### config.mk
export PLATFORM = sky130hd
export DESIGN_NAME = lrfb_ctrl
export DESIGN_NICKNAME = d
export VERILOG_FILES = /design/src/design/line_rasterizer_framebuffer_top_assert.svh /design/src/design/lrfb_pkg.sv /design/src/design/lrfb_ctrl.sv
export SDC_FILE = /design/constraint.sdc
export NUM_CORES = 1
export LEC_CHECK = 0
export ABC_AREA = 1
export CAP_MARGIN = 15
export CORE_AREA = 2 2 39 41
export DETAILED_ROUTE_END_ITERATION = 10
export DIE_AREA = 0 0 41 43
export DONT_BUFFER_PORTS = 1
export PLACE_DENSITY_LB_ADDON = 0.05
export SYNTH_ARGS = -nofsm -noshare
export SYNTH_HDL_FRONTEND = slang
export SYNTH_SLANG_ARGS = --single-unit
### constraint.sdc
create_clock -name clk -period 1.5 [get_ports clk]
set_input_delay 0.225 -clock clk [delete_from_list [all_inputs] [get_ports clk]]
set_output_delay 0.225 -clock clk [all_outputs]
set_load 0.005 [all_outputs]
### src/design/line_rasterizer_framebuffer_top_assert.svh
// Assertion macros for the line rasterizer framebuffer top level.
// Expects clk and arst_n in scope where used.
`ifndef LINE_RASTERIZER_FRAMEBUFFER_TOP_ASSERT_SVH
`define LINE_RASTERIZER_FRAMEBUFFER_TOP_ASSERT_SVH

// Consequent checked in the same cycle as the antecedent.
`define LRFB_ASSERT_NOW(label, ante, cons, msg) \
	label: assert property (@(posedge clk) disable iff (!arst_n) (ante) |-> (cons)) \
		else $error(msg);

// Consequent checked in the cycle after the antecedent.
`define LRFB_ASSERT_NEXT(label, ante, cons, msg) \
	label: assert property (@(posedge clk) disable iff (!arst_n) (ante) |=> (cons)) \
		else $error(msg);

`endif

### src/design/lrfb_pkg.sv
// Shared types and constants for the line rasterizer framebuffer.
// No dependencies; used by lrfb_ctrl, lrfb_dp and the top level.
package lrfb_pkg;

	localparam int FRAME_BYTES = 1024;
	localparam int ADDR_W      = 10;
	localparam int COORD_W     = 9;

	typedef enum logic [1:0] {
		KIND_LINE = 2'd0,
		KIND_READ = 2'd1,
		KIND_FILL = 2'd2
	} kind_t;

	// Commands from the controller to the datapath
	typedef struct packed {
		logic accept;
		logic setup;
		logic order;
		logic plot_rd;
		logic plot_wr;
		logic sweep_wr;
		logic sweep_clear;
		logic read_mem;
		logic rsp_load;
		logic rsp_read;
	} lrfb_cmd_t;

	// Status from the datapath to the controller
	typedef struct packed {
		logic walk_last;
		logic sweep_last;
	} lrfb_status_t;

endpackage

### src/design/lrfb_ctrl.sv
// Sequencer for the line rasterizer framebuffer.
// Depends on lrfb_pkg; drives the command struct for lrfb_dp.
module lrfb_ctrl import lrfb_pkg::*; (
	input  logic         clk,
	input  logic         arst_n,
	input  logic         cmd_valid,
	output logic         cmd_stall,
	input  logic [1:0]   kind,
	output logic         rsp_valid,
	input  logic         rsp_stall,
	input  lrfb_status_t status,
	output lrfb_cmd_t    cmd
);

	typedef enum logic [3:0] {
		ST_CLEAR,
		ST_IDLE,
		ST_SETUP,
		ST_ORDER,
		ST_PLOT_RD,
		ST_PLOT_WR,
		ST_SWEEP,
		ST_READ_MEM,
		ST_FINISH
	} state_t;

	state_t state_q, state_d;
	logic   rsp_valid_q;
	logic   is_read_q, is_read_d;
	logic   slot_free;

	assign slot_free = !rsp_valid_q || !rsp_stall;
	assign cmd_stall = (state_q != ST_IDLE);
	assign rsp_valid = rsp_valid_q;

	always_comb begin
		cmd       = '0;
		state_d   = state_q;
		is_read_d = is_read_q;
		cmd.rsp_read = is_read_q;
		unique case (state_q)
			ST_CLEAR: begin
				// power-up sweep writes zeros over the whole store
				cmd.sweep_wr    = 1'b1;
				cmd.sweep_clear = 1'b1;
				if (status.sweep_last) begin
					state_d = ST_IDLE;
				end
			end
			ST_IDLE: begin
				if (cmd_valid) begin
					cmd.accept = 1'b1;
					is_read_d  = 1'b0;
					unique case (kind_t'(kind))
						KIND_LINE: state_d = ST_SETUP;
						KIND_READ: begin
							state_d   = ST_READ_MEM;
							is_read_d = 1'b1;
						end
						KIND_FILL: state_d = ST_SWEEP;
						default:   state_d = ST_FINISH;
					endcase
				end
			end
			ST_SETUP: begin
				cmd.setup = 1'b1;
				state_d   = ST_ORDER;
			end
			ST_ORDER: begin
				cmd.order = 1'b1;
				state_d   = ST_PLOT_RD;
			end
			ST_PLOT_RD: begin
				cmd.plot_rd = 1'b1;
				state_d     = ST_PLOT_WR;
			end
			ST_PLOT_WR: begin
				cmd.plot_wr = 1'b1;
				state_d     = status.walk_last ? ST_FINISH : ST_PLOT_RD;
			end
			ST_SWEEP: begin
				cmd.sweep_wr = 1'b1;
				if (status.sweep_last) begin
					state_d = ST_FINISH;
				end
			end
			ST_READ_MEM: begin
				cmd.read_mem = 1'b1;
				state_d      = ST_FINISH;
			end
			ST_FINISH: begin
				if (slot_free) begin
					cmd.rsp_load = 1'b1;
					state_d      = ST_IDLE;
				end
			end
			default: state_d = ST_IDLE;
		endcase
	end

	always_ff @(posedge clk or negedge arst_n) begin
		if (!arst_n) begin
			state_q     <= ST_CLEAR;
			rsp_valid_q <= 1'b0;
			is_read_q   <= 1'b0;
		end else begin
			state_q   <= state_d;
			is_read_q <= is_read_d;
			if (cmd.rsp_load) begin
				rsp_valid_q <= 1'b1;
			end else if (!rsp_stall) begin
				rsp_valid_q <= 1'b0;
			end
		end
	end

endmodule

==> qor.txt <==
Status: complete, no violations
Required @ worst endpoint: 1.27 ns
Max_cap viols: 0
Worst clock skew: 0.00297 ns
Final setup TNS: 0 ns
Crit-path max FO: 8
Total Wirelength: 1070 microns
Gr usage total: 0.148
Initial antenna violation count: 0
Critical Path Sink Type: output pin
Dpl cell area: 505 sq um
Clk buf depth: 2
Library cells used by synthesis: 19
Avg WL per Cell: 12.0 microns
Via count: 432
RSZ-0062 raised after global routing: false
Post-synthesis sequential area ratio: 0.305
Starting Density: 0.356
Core area: 1380 sq um
First-pass GRT wire length: 1700 microns
Startpoint types: flip-flop
Final Setup Violations: 0
Register bit total from synthesis: 6
Maximum vdd ir drop: 816 uV
Cell Pwr Density: 1930 nW/um^2
Worst-skew pair later-pin latency: 0.24 ns
Max-slew headroom: 0.805
Die height: 43 microns
Largest net degree at the start of global routing: 9
I/O pins: 20
Hold WC Path Type: primary input to flip-flop
Routability cong.: 0.762
Post-synthesis average cell area: 7.04 sq um
Fmax achieved: 716 MHz
Die W: 41 microns
WP data arrival: 1.17 ns
Area growth syn-to-layout: 9.14%
Core Util, Final: 0.389
Port bufs: 0
Share of post-route cells with drive strength above 1: 0.247
Min Clock Period, post-route: 1.40 ns
Total congestion overflow: 0
Drt first pass iters: 4
Vias in the first global route: 428
Synth Warn #: 0
Worst Path Class, Setup: flip-flop to output pin
# clock sinks: 6
Finished Cell Area: 538 sq um
Synth Instances: 70
TritonCTS clock tree: built
Nets: 86
Clock-pin slew on the worst setup and hold paths: 0.04 ns
CTS buffer count: 3
Ant. Diodes: 0
Antenna Nets Post-Route: 0
CTS root buf: clkbuf_4
Worst-Margin Slew: 0.291 ns
Period utilisation layout: 0.931
Syn nets: 81
Rows: 14
Dpl hpwl: 908 microns
H-tree depth: 1
Pleak: 0.299 nW
Die Area: 1760 sq um
Post-CTS Repair Setup Buffers: 0
DR vias/cell: 4.85
Post-Syn Area: 493 sq um
Initial drt markers: 8
Fin. max-slew vios: 0
Final hold vios: 0
DRC Markers: 0
-- cells in the mapped netlist --
cell type	number	area share
buf_4	1	0.015
dfrtp_1	6	0.30
nor3_1	1	0.010
nor2_2	4	0.051
nor2_1	6	0.046
nand2_1	18	0.14
nor2_4	3	0.069
nand4_1	1	0.013
nand2_2	3	0.038
inv_2	4	0.030
o211ai_1	1	0.015
o21ai_0	1	0.010
a21oi_2	1	0.018
or2_1	1	0.013
nand3_1	6	0.061
o21ai_1	1	0.010
inv_1	7	0.053
ha_1	3	0.076
nand3b_1	2	0.030
-- report_power, final --
| group | switching, mW | internal (mW) |
|---|---|---|
| logic | 0.383 | 0.187 |
| registers | 0.0959 | 0.230 |
| clock network | 0.0533 | 0.0902 |
-- registers in the layout, indices dropped and copies added, names as in the netlist --
signal	count
state_q	4
is_read_q	1
rsp_valid	1
-- stage by stage --
step	instances	hold slack (ns)	setup slack (ns)	total power [mW]
finish	89	0.132	0.103	1.04
global route	89	0.124	0.0131	1.16
CTS	89	0.129	0.0846	1.06
detailed placement	85	-0.0705	0.229	0.907
global placement	85	-0.0705	0.247	0.911
floorplan	70	-0.0706	0.364	0.804
-- logic make-up after synthesis --
| kind of cell | after synthesis | synth area share |
|---|---|---|
| AOI/OAI and AO/OA | 4 | 0.0533 |
| DFF | 6 | 0.305 |
| adders and majority gates | 3 | 0.0762 |
| buffers and inverters | 12 | 0.0990 |
| and+or+nand+nor | 45 | 0.467 |
-- worst max-delay path, cell delays in order (launching register included) --
cell and delay, ns:
dfrtp_1 0.44, nor2_4 0.23, nand2_1 0.14, nand2_1 0.12
-- layout by cell type (no fill, tap or decap), drive strengths merged --
master and count:
o211ai 1, nand2 21, nor2 13, ha 3, dfrtp 6, nand4 1, clkbuf 3, o21ai 2
nor3 1, nand3b 2, inv 11, a21oi 1, nand3 6, dlygate4sd3 1, or2 1
-- area by class of cell --
class / count / area (sq um)
timing repair buffer: 1 / 10.0
fill: 163 / 846
inverter: 11 / 41.3
tap: 16 / 20.0
sequential: 6 / 150
multi-input combinational: 52 / 294
clock buffer: 3 / 22.5
-- per-layer routing --
layer / routed length, microns / GRT usage / vias to the layer above / part of all wire
met5: 0 / 0 / - / 0
met3: 103 / 0.0785 / 2 / 0.096
met4: 14 / 0.0600 / 0 / 0.013
met1: 490 / 0.189 / 184 / 0.46
li1: - / - / 226 / -
met2: 459 / 0.203 / 20 / 0.43
-- worst paths after layout --
check / startpoint / slack, ns / depth (start not counted) / endpoint
setup / recovery: state_q[2]$_DFFE_PN0P_ / 0.10 / 3 / cmd[4]
hold / removal: rsp_stall / 0.13 / 2 / rsp_valid$_DFFE_PN0P_
setup reg to reg: state_q[2]$_DFFE_PN0P_ / 0.23 / 6 / state_q[2]$_DFFE_PN0P_
hold reg to reg: is_read_q$_DFFE_PN0P_ / 0.51 / 2 / is_read_q$_DFFE_PN0P_
max in group asynchronous: arst_n / 0.97 / 1 / is_read_q$_DFFE_PN0P_
min in group asynchronous: arst_n / 0.30 / 1 / state_q[2]$_DFFE_PN0P_
-- timing repair --
item	4_1_cts	5_1_grt
endpoints found under the setup margin	0	0
gates resized for setup	0	0
hold endpoints to repair	6	0
hold buffers	1	0
(Power assumes the default switching activity.)
